===== src/rtl/pcmfc_pkg.sv =====
// Shared types and constants for the PCM sample format converter.
// Holds the configuration register indexes and the encoded-sample job record.
// No dependencies.
package pcmfc_pkg;

  // Configuration register indexes on the configuration port.
  typedef enum logic [3:0] {
    REG_IN_WIDE           = 4'd0,
    REG_IN_SIGNED         = 4'd1,
    REG_IN_BIG_ENDIAN     = 4'd2,
    REG_IN_CHANNEL_COUNT  = 4'd3,
    REG_OUT_WIDE          = 4'd4,
    REG_OUT_SIGNED        = 4'd5,
    REG_OUT_BIG_ENDIAN    = 4'd6,
    REG_OUT_CHANNEL_COUNT = 4'd7
  } cfg_reg_t;

  localparam logic [15:0] SIGN_FLIP16 = 16'h8000;
  localparam logic [7:0]  SIGN_FLIP8  = 8'h80;

  // One encoded output sample: the bytes in stream order and its width.
  typedef struct packed {
    logic [7:0] byte0;
    logic [7:0] byte1;
    logic       wide;
  } job_t;

endpackage


===== src/rtl/pcmfc_emitter.sv =====
// Output emitter of the PCM sample format converter: repeats one encoded
// sample a given number of times, one byte per beat, from its own registers.
// Depends on pcmfc_pkg.
module pcmfc_emitter
  import pcmfc_pkg::*;
#(
  parameter int CNT_W = 4
) (
  input  logic             clk,
  input  logic             rst,
  input  logic             job_valid,
  output logic             job_ready,
  input  job_t             job,
  input  logic [CNT_W-1:0] job_count,
  output logic             out_valid,
  input  logic             out_ready,
  output logic [7:0]       out_byte,
  output logic             run_end
);

  logic             busy;
  logic             phase;
  logic [CNT_W-1:0] rem;
  job_t             cur;

  assign job_ready = !busy;
  assign out_valid = busy;
  assign out_byte  = phase ? cur.byte1 : cur.byte0;
  assign run_end   = (rem == CNT_W'(1)) && (phase || !cur.wide);

  always_ff @(posedge clk) begin
    if (rst) begin
      busy  <= 1'b0;
      phase <= 1'b0;
    end else if (!busy) begin
      if (job_valid) begin
        busy  <= 1'b1;
        phase <= 1'b0;
        rem   <= job_count;
        cur   <= job;
      end
    end else if (out_ready) begin
      if (run_end) begin
        busy  <= 1'b0;
        phase <= 1'b0;
      end else if (cur.wide && !phase) begin
        phase <= 1'b1;
      end else begin
        phase <= 1'b0;
        rem   <= rem - CNT_W'(1);
      end
    end
  end

  a_busy_has_bytes : assert property (@(posedge clk) disable iff (rst)
    busy |-> rem != '0)
    else $error("emitter busy with no samples left");

  a_phase_only_wide : assert property (@(posedge clk) disable iff (rst)
    (busy && phase) |-> cur.wide)
    else $error("second byte phase on a narrow sample");

  a_last_frees : assert property (@(posedge clk) disable iff (rst)
    (busy && out_ready && run_end) |=> !busy)
    else $error("emitter still busy after its last byte");

endmodule


===== src/rtl/pcm_sample_format_converter.sv =====
// Top level of the PCM sample format converter.
// Holds configuration registers, input sample assembly and decode, and a job
// register that feeds pcmfc_emitter. Depends on pcmfc_pkg and pcmfc_emitter.
//
// Usage: raw input bytes arrive on in_byte with in_valid/in_ready; output
// bytes leave on out_byte with out_valid/out_ready, and run_end marks the last
// byte produced by one input byte. The user must write configuration through
// cfg_valid/cfg_index/cfg_data (always ready) only while the block is idle;
// the block itself does not enforce this. A byte that completes a sample is
// decoded in the accepting cycle into an encoded sample and a repeat count
// held in the job register, then loaded into the emitter's registers. The
// emitter gives one byte per cycle while out_ready is high, and goes idle
// after its last byte before it takes its next job. An input byte causes 1
// to 2 * MAX_CHANNELS output bytes; bytes that complete no sample, or whose
// channel is dropped, make none. One further input byte is held in the job
// register while the emitter works. When the receiver stalls, the current
// byte holds, the job register fills and in_ready falls. Reset restores the
// default format (16-bit signed little-endian stereo on both sides) and
// clears the held byte, byte phase and channel position.
module pcm_sample_format_converter
  import pcmfc_pkg::*;
#(
  parameter int MAX_CHANNELS = 8
) (
  input  logic       clk,
  input  logic       rst,
  input  logic       in_valid,
  output logic       in_ready,
  input  logic [7:0] in_byte,
  output logic       out_valid,
  input  logic       out_ready,
  output logic [7:0] out_byte,
  output logic       run_end,
  input  logic       cfg_valid,
  output logic       cfg_ready,
  input  logic [3:0] cfg_index,
  input  logic [3:0] cfg_data
);

  localparam int CH_W  = (MAX_CHANNELS > 1) ? $clog2(MAX_CHANNELS) : 1;
  localparam int CNT_W = $clog2(MAX_CHANNELS + 1);

  // Configuration registers.
  logic       in_wide, in_signed, in_big_endian;
  logic [3:0] in_channel_count;
  logic       out_wide, out_signed, out_big_endian;
  logic [3:0] out_channel_count;

  // Stream state.
  logic [7:0]      held_byte;
  logic            byte_phase;
  logic [CH_W-1:0] channel_index;

  // Job register between decode and emitter.
  logic             pend_valid;
  job_t             pend_job;
  logic [CNT_W-1:0] pend_count;
  logic             emit_ready;

  logic             in_fire;
  logic             sample_done;
  logic [15:0]      sample;
  logic [15:0]      out_word;
  logic [7:0]       narrow_byte;
  logic [4:0]       in_n5, out_n5;
  logic [CNT_W-1:0] in_n, out_n, chan;
  logic [CNT_W:0]   chan_inc;
  logic             frame_end;
  logic [CNT_W-1:0] count_next;
  job_t             job_next;

  assign cfg_ready = 1'b1;
  assign in_ready  = !pend_valid || emit_ready;
  assign in_fire   = in_valid && in_ready;

  always_ff @(posedge clk) begin
    if (rst) begin
      in_wide           <= 1'b1;
      in_signed         <= 1'b1;
      in_big_endian     <= 1'b0;
      in_channel_count  <= 4'd2;
      out_wide          <= 1'b1;
      out_signed        <= 1'b1;
      out_big_endian    <= 1'b0;
      out_channel_count <= 4'd2;
    end else if (cfg_valid) begin
      case (cfg_index)
        REG_IN_WIDE:           in_wide           <= cfg_data[0];
        REG_IN_SIGNED:         in_signed         <= cfg_data[0];
        REG_IN_BIG_ENDIAN:     in_big_endian     <= cfg_data[0];
        REG_IN_CHANNEL_COUNT:  in_channel_count  <= cfg_data;
        REG_OUT_WIDE:          out_wide          <= cfg_data[0];
        REG_OUT_SIGNED:        out_signed        <= cfg_data[0];
        REG_OUT_BIG_ENDIAN:    out_big_endian    <= cfg_data[0];
        REG_OUT_CHANNEL_COUNT: out_channel_count <= cfg_data;
        default: ;
      endcase
    end
  end

  // Channel counts: zero means one, and anything above the limit is clamped.
  always_comb begin
    in_n5 = (in_channel_count == 4'd0) ? 5'd1 :
            ({1'b0, in_channel_count} > 5'(MAX_CHANNELS)) ? 5'(MAX_CHANNELS) :
            {1'b0, in_channel_count};
    out_n5 = (out_channel_count == 4'd0) ? 5'd1 :
             ({1'b0, out_channel_count} > 5'(MAX_CHANNELS)) ? 5'(MAX_CHANNELS) :
             {1'b0, out_channel_count};
    in_n  = in_n5[CNT_W-1:0];
    out_n = out_n5[CNT_W-1:0];
  end

  // Sample assembly and widening to a 16-bit two's complement pattern.
  always_comb begin
    sample_done = !in_wide || byte_phase;
    if (in_wide) begin
      sample = in_big_endian ? {held_byte, in_byte} : {in_byte, held_byte};
      if (!in_signed) begin
        sample = sample ^ SIGN_FLIP16;
      end
    end else begin
      sample = {(in_signed ? in_byte : (in_byte ^ SIGN_FLIP8)), 8'h00};
    end
  end

  // Re-encoding. Narrow signed output rounds toward zero, so a negative
  // sample with a non-zero low byte moves its top byte up by one.
  always_comb begin
    out_word = out_signed ? sample : (sample ^ SIGN_FLIP16);
    if (out_signed) begin
      narrow_byte = sample[15:8] + 8'((sample[15] && (sample[7:0] != 8'h00)) ? 1 : 0);
    end else begin
      narrow_byte = sample[15:8] ^ SIGN_FLIP8;
    end
    job_next.wide = out_wide;
    if (out_wide) begin
      job_next.byte0 = out_big_endian ? out_word[15:8] : out_word[7:0];
      job_next.byte1 = out_big_endian ? out_word[7:0] : out_word[15:8];
    end else begin
      job_next.byte0 = narrow_byte;
      job_next.byte1 = narrow_byte;
    end
  end

  // How many copies of the sample go out: the channel's own, plus the
  // remaining output channels when it closes the input frame; none past out_n.
  always_comb begin
    chan      = CNT_W'(channel_index);
    chan_inc  = {1'b0, chan} + (CNT_W+1)'(1);
    frame_end = chan_inc >= {1'b0, in_n};
    if (chan < out_n) begin
      count_next = frame_end ? (out_n - chan) : CNT_W'(1);
    end else begin
      count_next = '0;
    end
  end

  always_ff @(posedge clk) begin
    if (rst) begin
      held_byte     <= 8'h00;
      byte_phase    <= 1'b0;
      channel_index <= '0;
      pend_valid    <= 1'b0;
    end else begin
      // A new job may land in the same cycle as the emitter takes the old one.
      if (in_fire && sample_done && (count_next != '0)) begin
        pend_valid <= 1'b1;
        pend_job   <= job_next;
        pend_count <= count_next;
      end else if (emit_ready) begin
        pend_valid <= 1'b0;
      end
      if (in_fire) begin
        if (in_wide && !byte_phase) begin
          held_byte  <= in_byte;
          byte_phase <= 1'b1;
        end else begin
          byte_phase    <= 1'b0;
          channel_index <= frame_end ? '0 : chan_inc[CH_W-1:0];
        end
      end
    end
  end

  pcmfc_emitter #(
    .CNT_W (CNT_W)
  ) u_emitter (
    .clk       (clk),
    .rst       (rst),
    .job_valid (pend_valid),
    .job_ready (emit_ready),
    .job       (pend_job),
    .job_count (pend_count),
    .out_valid (out_valid),
    .out_ready (out_ready),
    .out_byte  (out_byte),
    .run_end   (run_end)
  );

  a_job_nonempty : assert property (@(posedge clk) disable iff (rst)
    pend_valid |-> pend_count != '0)
    else $error("job register holds a job with no samples");

  a_narrow_clears_phase : assert property (@(posedge clk) disable iff (rst)
    (in_fire && sample_done) |=> !byte_phase)
    else $error("byte phase left set after a completed sample");

  a_first_byte_no_job : assert property (@(posedge clk) disable iff (rst)
    (in_fire && !sample_done && !pend_valid) |=> !pend_valid)
    else $error("job raised by the first byte of a wide sample");

endmodule


===== config.mk =====
export PLATFORM = sky130hd
export DESIGN_NAME = pcm_sample_format_converter
export DESIGN_NICKNAME = d
export VERILOG_FILES = /design/src/rtl/pcmfc_pkg.sv /design/src/rtl/pcmfc_emitter.sv /design/src/rtl/pcm_sample_format_converter.sv
export SDC_FILE = /design/constraint.sdc
export NUM_CORES = 1
export LEC_CHECK = 0
export ABC_AREA = 1
export ABC_CLOCK_PERIOD_IN_PS = 7830
export BUFFER_PORTS_ARGS = -buffer_cell sky130_fd_sc_hd__buf_4
export CAP_MARGIN = 20
export CORE_MARGIN = 2
export CORE_UTILIZATION = 51
export DETAILED_ROUTE_END_ITERATION = 6
export GPL_ROUTABILITY_DRIVEN = 0
export MAX_ROUTING_LAYER = met4
export PLACE_DENSITY = 0.82
export SLEW_MARGIN = 20
export SYNTH_ARGS = -nofsm -noshare
export SYNTH_HDL_FRONTEND = slang
export SYNTH_SLANG_ARGS = --single-unit

===== constraint.sdc =====
create_clock -name clk -period 7.83 [get_ports clk]
set_clock_uncertainty 0.15 [all_clocks]
set_input_delay 1.566 -clock clk [delete_from_list [all_inputs] [get_ports clk]]
set_output_delay 1.566 -clock clk [all_outputs]
set_load 0.01 [all_outputs]

==> metrics.md, run 1 <==
| Metric | Value |
|---|---|
| Worst reg-to-reg path cell count | 14 |
| LEAKAGE | 1.88 nW |
| Number of gates given a new drive strength after cts | 0 |
| Reg clk slew, reported paths | 0.07 ns |
| Largest net degree at the start of global routing | 23 |
| Post-DR wirelength/cell | 12.0 um |
| Overall track demand over capacity in global routing | 19.4% |
| Clock root buffer | sky130_fd_sc_hd__clkbuf_8 |
| Number of buffers added by the clock tree synthesis step | 9 |
| Crit path launch type | flip-flop |
| CP endpoint kind | primary output |
| Top Metal Used | met4 |
| Worst-case setup slack after placement | 4.19 ns |
| X dimension of the die | 90.4 um |
| Rel. slew slack | 49.6% |
| Drt first-iter violations | 197 |
| Post-route worst setup slack | 4.46 ns |
| Part of the cycle the worst path needs | 43.1% |
| Area grow syn2layout | 11.6% |
| Number of routed nets with antenna violations | 0 |
| Worst hold slack across all endpoints | 0.263 ns |
| Drt first pass iters | 5 |
| Final cell count without fillers | 595 |
| Post-Syn Area | 3810 um2 |
| Core ar. | 7250 um2 |
| Cell-by-cell listing of the critical path | clkinv_1 -> nand2_1 -> nand3_1 -> inv_1 -> buf_4 |
| Post CTS Setup Buffer Count | 0 |
| Top cell type's share of synthesized area | 33.1% |
| Path category of the worst min-delay check | reg -> reg |
| Top cell types by occurrence after synthesis | sky130_fd_sc_hd__nand2_1 (113), sky130_fd_sc_hd__inv_1 (53), sky130_fd_sc_hd__o21ai_0 (49), sky130_fd_sc_hd__edfxtp_1 (42), sky130_fd_sc_hd__a21oi_1 (37) |
| CTS H-Tree Depth | 3 |
| Hold Startpoint | pend_job[11] |
| Yosys Warn Count | 0 |
| Power consumption | 0.787 mW |
| Met2 routed wirelength | 3380 um |
| Reg2Reg Launch Point | in_big_endian |
| Number of enable-type register cells in the synthesized netlist | 42 |
| Clock period minus worst slack | 3.37 ns |
| Vias/cell | 5.19 |
| Signal arrival time at the worst endpoint | 1.66 ns |
| RSZ-0062 raised after global routing | no |
| Buffers & Inverters on Critical Path | 3 |
| Routed length on met1 | 3170 um |
| Sum of net half-perimeters after detailed placement | 5250 um |
| Maximum fanout encountered on the critical timing path | 10 |
| Reported max-cap violation count | 0 |
| Sinks on Clock Net | 71 |
| Number of setup violations in the final report | 0 |
| # IOs | 33 |
| Share of async-settable or async-resettable flops after synthesis | 0% |
| Terminating pin of the worst hold path | u_emitter.cur[11] |
| Internal reg-to-reg setup slack | 4.80 ns |
| Antenna diode count | 0 |
| Gate count of the mapped netlist | 466 |
| TritonCTS clock tree | yes |
| Number of port buffers | 31 |
| Cell type of the slowest stage on the worst timing path | sky130_fd_sc_hd__dfxtp_1 |
| Buffers from clock root to sink, at most | 2 |
| Count of hold buffers inserted by post-cts repair | 0 |
| Total wirelength of the detailed-routed design | 7140 um |
| Area leader, netlist | sky130_fd_sc_hd__edfxtp_1 |
| Endpoints failing hold | 0 |
| Cell family with the largest share of critical-path delay | buffers and inverters |
| Share of final-layout standard cells stronger than drive strength 1 | 13.1% |
| Vias in the first global route | 2,942 |
| Critical Path RT | 6.11 ns |
| # DRC | 0 |
| Yosys cell types | 33 |
| Starting density of the core | 52.5% |
| Class of the most critical setup path | reg -> out |
| Syn Nets | 501 |
| Result of the run | finished clean |
| Register bit total from synthesis | 71 |
| Final count of pins violating max slew | 0 |
| Area of the die | 8170 um2 |
| Overall via count from detail_route | 3,088 |
| Initial antenna violation count | 0 |
| Met3 Wirelength | 451 um |
| Number of placed instances, taps included | 579 |
| Most frequent cell after synthesis | sky130_fd_sc_hd__nand2_1 |
| Grt ovf | 0 |
| Largest incremental delay on the critical path | 0.49 ns |
| FF-to-FF End | pend_job[15] |
| Cell area power density | 185 nW/um2 |
| Mapped Avg Cell Area | 8.17 um2 |
| Latest clock arrival within the worst-skew pair | 0.35 ns |
| Slew at the pin with the worst max-slew slack | 0.756 ns |
| Die H | 90.4 um |
| Number of placement rows | 31 |
| Final-layout setup total negative slack | 0 ns |
| Cells taking the most area after synthesis | sky130_fd_sc_hd__edfxtp_1 (33%), sky130_fd_sc_hd__dfxtp_1 (15%), sky130_fd_sc_hd__nand2_1 (11%), sky130_fd_sc_hd__o21ai_0 (6.4%), sky130_fd_sc_hd__inv_1 (5.2%) |
| Largest vdd supply drop | 0.120 mV |
| Net count, final | 526 |
| Maximum clock frequency | 296 MHz |
| Primary FF master, synth | sky130_fd_sc_hd__edfxtp_1 |
| Wire length of the first global-routing pass | 12,600 um |
| Share of the yosys chip area belonging to registers | 48.4% |
| Cell count of the worst hold path | 0 |
-- worst max-delay path by stage --
stage                    start           end  cells past startpoint
2_1_floorplan       in_byte[1]  pend_job[13]                     13
3_5_place_dp        in_byte[5]  pend_job[15]                     16
6_report       u_emitter.phase       run_end                      5
4_1_cts        u_emitter.phase       run_end                      5
5_1_grt        u_emitter.phase       run_end                      5
3_3_place_gp        in_byte[5]   pend_job[7]                     16
-- registers in the layout (all words and copies together), names as in the netlist, 3 cells and up --
signal	flops
pend_job	17
u_emitter.cur	17
held_byte	8
in_channel_count	4
out_channel_count	4
pend_count	4
u_emitter.rem	4
channel_index	3
-- power by group --
part           internal, mW  switching [mW]  total (mW)
logic                0.0349          0.0595      0.0944
clock network         0.146           0.130       0.276
registers             0.409         0.00753       0.416
total                 0.589           0.197       0.787
-- layout make-up --
class	count	area (um2)
fillers	614	3010
repair buffers	31	233
multi-input cells	323	1650
flip-flops and latches	71	1840
clock inverters	6	61.3
clock buffers	10	128
inverters	55	206
well taps	99	124
-- cell families (layout without fill, tap and decap cells) --
family	count (synthesis)	after routing	synth area share, %
compound gates	101	101	14.3
xor+xnor	4	4	0.921
fa+ha+maj	14	14	4.80
buf+inv	72	102	8.25
flops	71	71	48.4
other cells	1	1	0.0985
simple gates	203	203	23.2
-- worst reg2reg max path: cells and delay by family, from the launching register on --
family	cells	cell delay, ns
AO/OA/AOI/OAI	1	0.16
AND/OR/NAND/NOR	10	1.28
flip-flops	1	0.75
buffers and inverters	1	0.08
adder cells (fa/ha/maj)	2	0.36
-- per-stage QoR --
| stage | utilization [%] | area, um2 |
|---|---|---|
| CTS | 58.5 | 4250 |
| floorplan | - | 3810 |
| detailed placement | 55.9 | 4060 |
| global placement | 55.9 | 4060 |
| global route | 58.5 | 4250 |
| finish | 58.5 | 4250 |
-- layer usage --
metal  track usage (%)  vias up
li1                  -     1596
met1              23.3     1379
met2              31.8      100
met3              4.42       13
met4              7.69        0
met5                 -        -
-- cells in the final DEF (no fill, tap or decap), drive strengths merged, types with 3 or more instances in the layout --
cell	count
buf	31
clkinv	6
dfxtp	29
nor2	38
a21oi	37
nand4	4
xnor2	3
o21ai	53
nor3	5
clkbuf	10
inv	53
nand3	34
o211ai	5
ha	13
nand2	121
edfxtp	42
(Power assumes the default switching activity.)
==> run 2, diff against run 1 <==
--- a/config.mk
+++ b/config.mk
@@ -5,8 +5,8 @@
 export SDC_FILE = /design/constraint.sdc
 export NUM_CORES = 1
 export LEC_CHECK = 0
-export ABC_AREA = 1
-export ABC_CLOCK_PERIOD_IN_PS = 7830
+export ABC_AREA = 0
+export ABC_CLOCK_PERIOD_IN_PS = 3230
 export BUFFER_PORTS_ARGS = -buffer_cell sky130_fd_sc_hd__buf_4
 export CAP_MARGIN = 20
 export CORE_MARGIN = 2
==> constraint.sdc (replaced) <==
create_clock -name clk -period 3.23 [get_ports clk]
set_clock_uncertainty 0.15 [all_clocks]
set_input_delay 0.646 -clock clk [delete_from_list [all_inputs] [get_ports clk]]
set_output_delay 0.646 -clock clk [all_outputs]
set_load 0.01 [all_outputs]
==> run 2 against run 1 <==
  * Non-clock buffer count increased by 4
  * Synthesized cell count decreased by 23%
  * Utilization increased by 0.82 points
  * Critical path depth increased by 6
  * Largest power group unchanged
  * Critical endpoint is now pend_job[13]
  * First-iteration DRC count decreased by 14%
  * Count of clock-buffer cells in the layout unchanged
  * Die area decreased by 1.0%
  * Sequential share of layout area decreased by 0.34 points
  * Sequential power increased by 140%
==> metrics.md, run 2 <==
| Metric | Value |
|---|---|
| Grt ovf | 0 (unchanged) |
| Number of placement rows | 31 (unchanged) |
| Vias/cell | 5.52 (+6.3%) |
| Sinks on Clock Net | 71 (unchanged) |
| Cells taking the most area after synthesis | sky130_fd_sc_hd__edfxtp_1 (33%), sky130_fd_sc_hd__dfxtp_1 (15%), sky130_fd_sc_hd__mux2i_1 (8.2%), sky130_fd_sc_hd__mux2_2 (6.9%), sky130_fd_sc_hd__a21oi_1 (4.7%) |
| Cell family with the largest share of critical-path delay | compound AO/OA/AOI/OAI gates |
| RSZ-0062 raised after global routing | no |
| Drt first pass iters | 6 (+1) |
| Cell type of the slowest stage on the worst timing path | sky130_fd_sc_hd__dfxtp_2 |
| Vias in the first global route | 2,703 (-8.1%) |
| Levels on crit path | 11 (+6) |
| Rel. slew slack | 36.5% (-13 points) |
| Primary FF master, synth | sky130_fd_sc_hd__edfxtp_1 |
| CP endpoint kind | flip-flop |
| Register bit total from synthesis | 71 (unchanged) |
| Gate count of the mapped netlist | 361 (-23%) |
| Yosys cell types | 51 (+55%) |
| Commonest cells after routing, fill and taps aside | sky130_fd_sc_hd__edfxtp_1 (42), sky130_fd_sc_hd__nor2_1 (36), sky130_fd_sc_hd__a21oi_1 (35), sky130_fd_sc_hd__buf_4 (35), sky130_fd_sc_hd__nand2_1 (33) |
| Worst reg-to-reg path cell count | 11 (-3) |
| Met1 usage in global routing | 22.7% (-0.65 points) |
| # DRC | 0 (unchanged) |
| Mapped Avg Cell Area | 10.4 um2 (+28%) |
| Area grow syn2layout | 13.8% |
| End of the critical path | pend_job[13] |
| Number of routed nets with antenna violations | 0 (unchanged) |
| Signal arrival time at the worst endpoint | 2.85 ns (+1.19 ns) |
| Area of the die | 8090 um2 (-1.0%) |
| Initial antenna violation count | 0 (unchanged) |
| Slew at the pin with the worst max-slew slack | 0.951 ns (+0.195 ns) |
| Cell area power density | 439 nW/um2 (+140%) |
| Number of port buffers | 31 (unchanged) |
| Part of the cycle the worst path needs | 91.3% |
| Most frequent standard cell in the layout excluding fill and tap cells | sky130_fd_sc_hd__edfxtp_1 |
| Final count of pins violating max slew | 0 (unchanged) |
| CTS H-Tree Depth | 3 (unchanged) |
| Top cell type's share of synthesized area | 33.5% (+0.36 points) |
| Post-DR wirelength/cell | 14.3 um (+19%) |
| Worst-case setup slack after placement | 0.100 ns (-4.09 ns) |
| Clock root buffer | sky130_fd_sc_hd__clkbuf_8 |
| Largest vdd supply drop | 0.284 mV (+140%) |
| LEAKAGE | 1.72 nW (-8.5%) |
| Post-route worst setup slack | 0.281 ns (-4.18 ns) |
| TritonCTS clock tree | yes |
| Largest incremental delay on the critical path | 0.51 ns (+0.02 ns) |
| Share of async-settable or async-resettable flops after synthesis | 0% (unchanged) |
| Sum of net half-perimeters after detailed placement | 5080 um (-3.2%) |
| Maximum fanout encountered on the critical timing path | 15 (+5) |
| Total wirelength of the detailed-routed design | 7060 um (-1.1%) |
| Overall track demand over capacity in global routing | 18.9% (-0.45 points) |
| Reported max-cap violation count | 0 (unchanged) |
| Internal reg-to-reg setup slack | 0.28 ns (-4.52 ns) |
| Number of setup violations in the final report | 0 (unchanged) |
| Area leader, netlist | sky130_fd_sc_hd__edfxtp_1 |
| Most Crowded Layer GR | met2 |
| Post-Syn Area | 3760 um2 (-1.1%) |
| Wire length of the first global-routing pass | 12,200 um (-3.6%) |
| Latest clock arrival within the worst-skew pair | 0.34 ns (about the same) |
| Buffers & Inverters on Critical Path | 0 (-3) |
| Cell-by-cell listing of the critical path | mux2_2 -> o21ai_0 -> nor4bb_1 -> nor2_1 -> ha_1 -> ha_1 -> nand2_1 -> o21bai_1 -> o21ai_0 -> a21oi_1 -> a21oi_1 |
| Drt first-iter violations | 169 (-14%) |
| Maximum clock frequency | 339 MHz |
| Crit path launch type | flip-flop |
| Result of the run | finished clean |
| Top cell types by occurrence after synthesis | sky130_fd_sc_hd__edfxtp_1 (42), sky130_fd_sc_hd__nor2_1 (36), sky130_fd_sc_hd__a21oi_1 (35), sky130_fd_sc_hd__nand2_1 (33), sky130_fd_sc_hd__mux2i_1 (31) |
| Number of buffers added by the clock tree synthesis step | 9 (unchanged) |
| Path category of the worst min-delay check | reg -> reg |
| Die H | 89.9 um (-0.52%) |
| Critical Path RT | 3.13 ns (-2.98 ns) |
| X dimension of the die | 89.9 um (-0.52%) |
| Final-layout setup total negative slack | 0 ns (unchanged) |
| Buffers from clock root to sink, at most | 2 (unchanged) |
| Class of the most critical setup path | reg -> reg |
| Regs by FF count | pend_job x17, u_emitter.cur x17, held_byte x8 |
| # IOs | 33 (unchanged) |
| Most frequent cell after synthesis | sky130_fd_sc_hd__edfxtp_1 |
| Syn Nets | 396 (-21%) |
| Met3 global-route usage | 4.78% (+0.35 points) |
| Largest net degree at the start of global routing | 33 (+43%) |
| Core ar. | 7210 um2 (-0.53%) |
| FF-to-FF End | pend_job[13] |
| Reg clk slew, reported paths | 0.07 ns (about the same) |
| Number of enable-type register cells in the synthesized netlist | 42 (unchanged) |
| Share of the yosys chip area belonging to registers | 48.9% (+0.53 points) |
| Clock period minus worst slack | 2.95 ns |
| Endpoints failing hold | 0 (unchanged) |
| Overall via count from detail_route | 2,726 (-12%) |
| Share of final-layout standard cells stronger than drive strength 1 | 20.8% (+7.7 points) |
| Yosys Warn Count | 0 (unchanged) |
| Launch point of the critical path | in_big_endian |
| Starting density of the core | 52.2% (-0.29 points) |
| Net count, final | 425 (-19%) |
| Count of hold buffers inserted by post-cts repair | 0 (unchanged) |
| Antenna diode count | 0 (unchanged) |
| GR Util met2 | 31.0% (-0.77 points) |
| Reg2Reg Launch Point | in_big_endian |
[run 2: cell type report]
| type | instances | area, um2 |
|---|---|---|
| Clock buffer | 10 | 128 |
| Clock inverter | 6 | 61.3 |
| Fill cell | 612 | 2930 |
| Inverter | 13 | 48.8 |
| Multi-Input combinational cell | 260 | 1820 |
| Sequential cell | 71 | 1840 |
| Tap cell | 99 | 124 |
| Timing Repair Buffer | 35 | 263 |
[run 2: logic make-up (layout without fill, tap and decap cells)]
| kind of cell | count (synthesis) | count (layout) | synth area share [%] |
|---|---|---|---|
| simple gates | 116 | 116 | 15.3 |
| flops | 71 | 71 | 48.9 |
| compound gates | 67 | 67 | 10.3 |
| mux | 54 | 54 | 15.1 |
| buf+inv | 30 | 64 | 3.19 |
| fa+ha+maj | 14 | 14 | 4.85 |
| xor+xnor | 8 | 8 | 2.23 |
| other cells | 1 | 1 | 0.0996 |
[run 2: how the worst min path moves through the flow]
stage / from / to / slack, ns / depth (start not counted)
2_1_floorplan: pend_job[0] / u_emitter.cur[0] / 0.25 / 0
3_3_place_gp: pend_job[12] / u_emitter.cur[12] / 0.25 / 0
3_5_place_dp: pend_job[6] / u_emitter.cur[6] / 0.25 / 0
4_1_cts: pend_job[6] / u_emitter.cur[6] / 0.27 / 0
5_1_grt: pend_job[5] / u_emitter.cur[5] / 0.27 / 0
6_report: pend_job[5] / u_emitter.cur[5] / 0.27 / 0
[run 2: power breakdown]
group          total, mW  internal [mW]  switching (mW)  leakage, nW
sequential          1.01          0.985          0.0204        0.614
combinational      0.201         0.0954           0.106         1.01
clock              0.676          0.354           0.322       0.0960
total               1.88           1.43           0.448         1.72
[run 2: routing by layer]
metal / routed length [um] / up-vias
li1: - / 1362
met1: 3140 / 1280
met2: 3440 / 65
met3: 329 / 19
met4: 158 / 0
met5: 0 / -
[run 2: through the flow]
step           cell area (um2)  hold WS, ns  power (mW)  std cells  utilization, %
2_1_floorplan             3780        0.250        1.16        361               -
4_1_cts                   4280        0.272        1.89        494            59.3
3_3_place_gp              4090        0.251        1.21        478            56.7
6_report                  4280        0.269        1.88        494            59.4
3_5_place_dp              4090        0.255        1.22        478            56.7
5_1_grt                   4280        0.272        1.96        494            59.4
[run 2: worst register-to-register path: cells and delay by family, from the launching register on]
| kind | cells | cell delay (ns) |
|---|---|---|
| multiplexers | 1 | 0.39 |
| AND/OR/NAND/NOR | 3 | 0.45 |
| AO/OA/AOI/OAI | 5 | 0.76 |
| adder cells (fa/ha/maj) | 2 | 0.40 |
| flip-flops | 1 | 0.51 |
[run 2: repair_timing]
item                                    4_1_cts  5_1_grt
buffers inserted                              0        0
endpoints found under the hold margin         0        0
resized for setup                             0        1
endpoints found under the setup margin        0        5
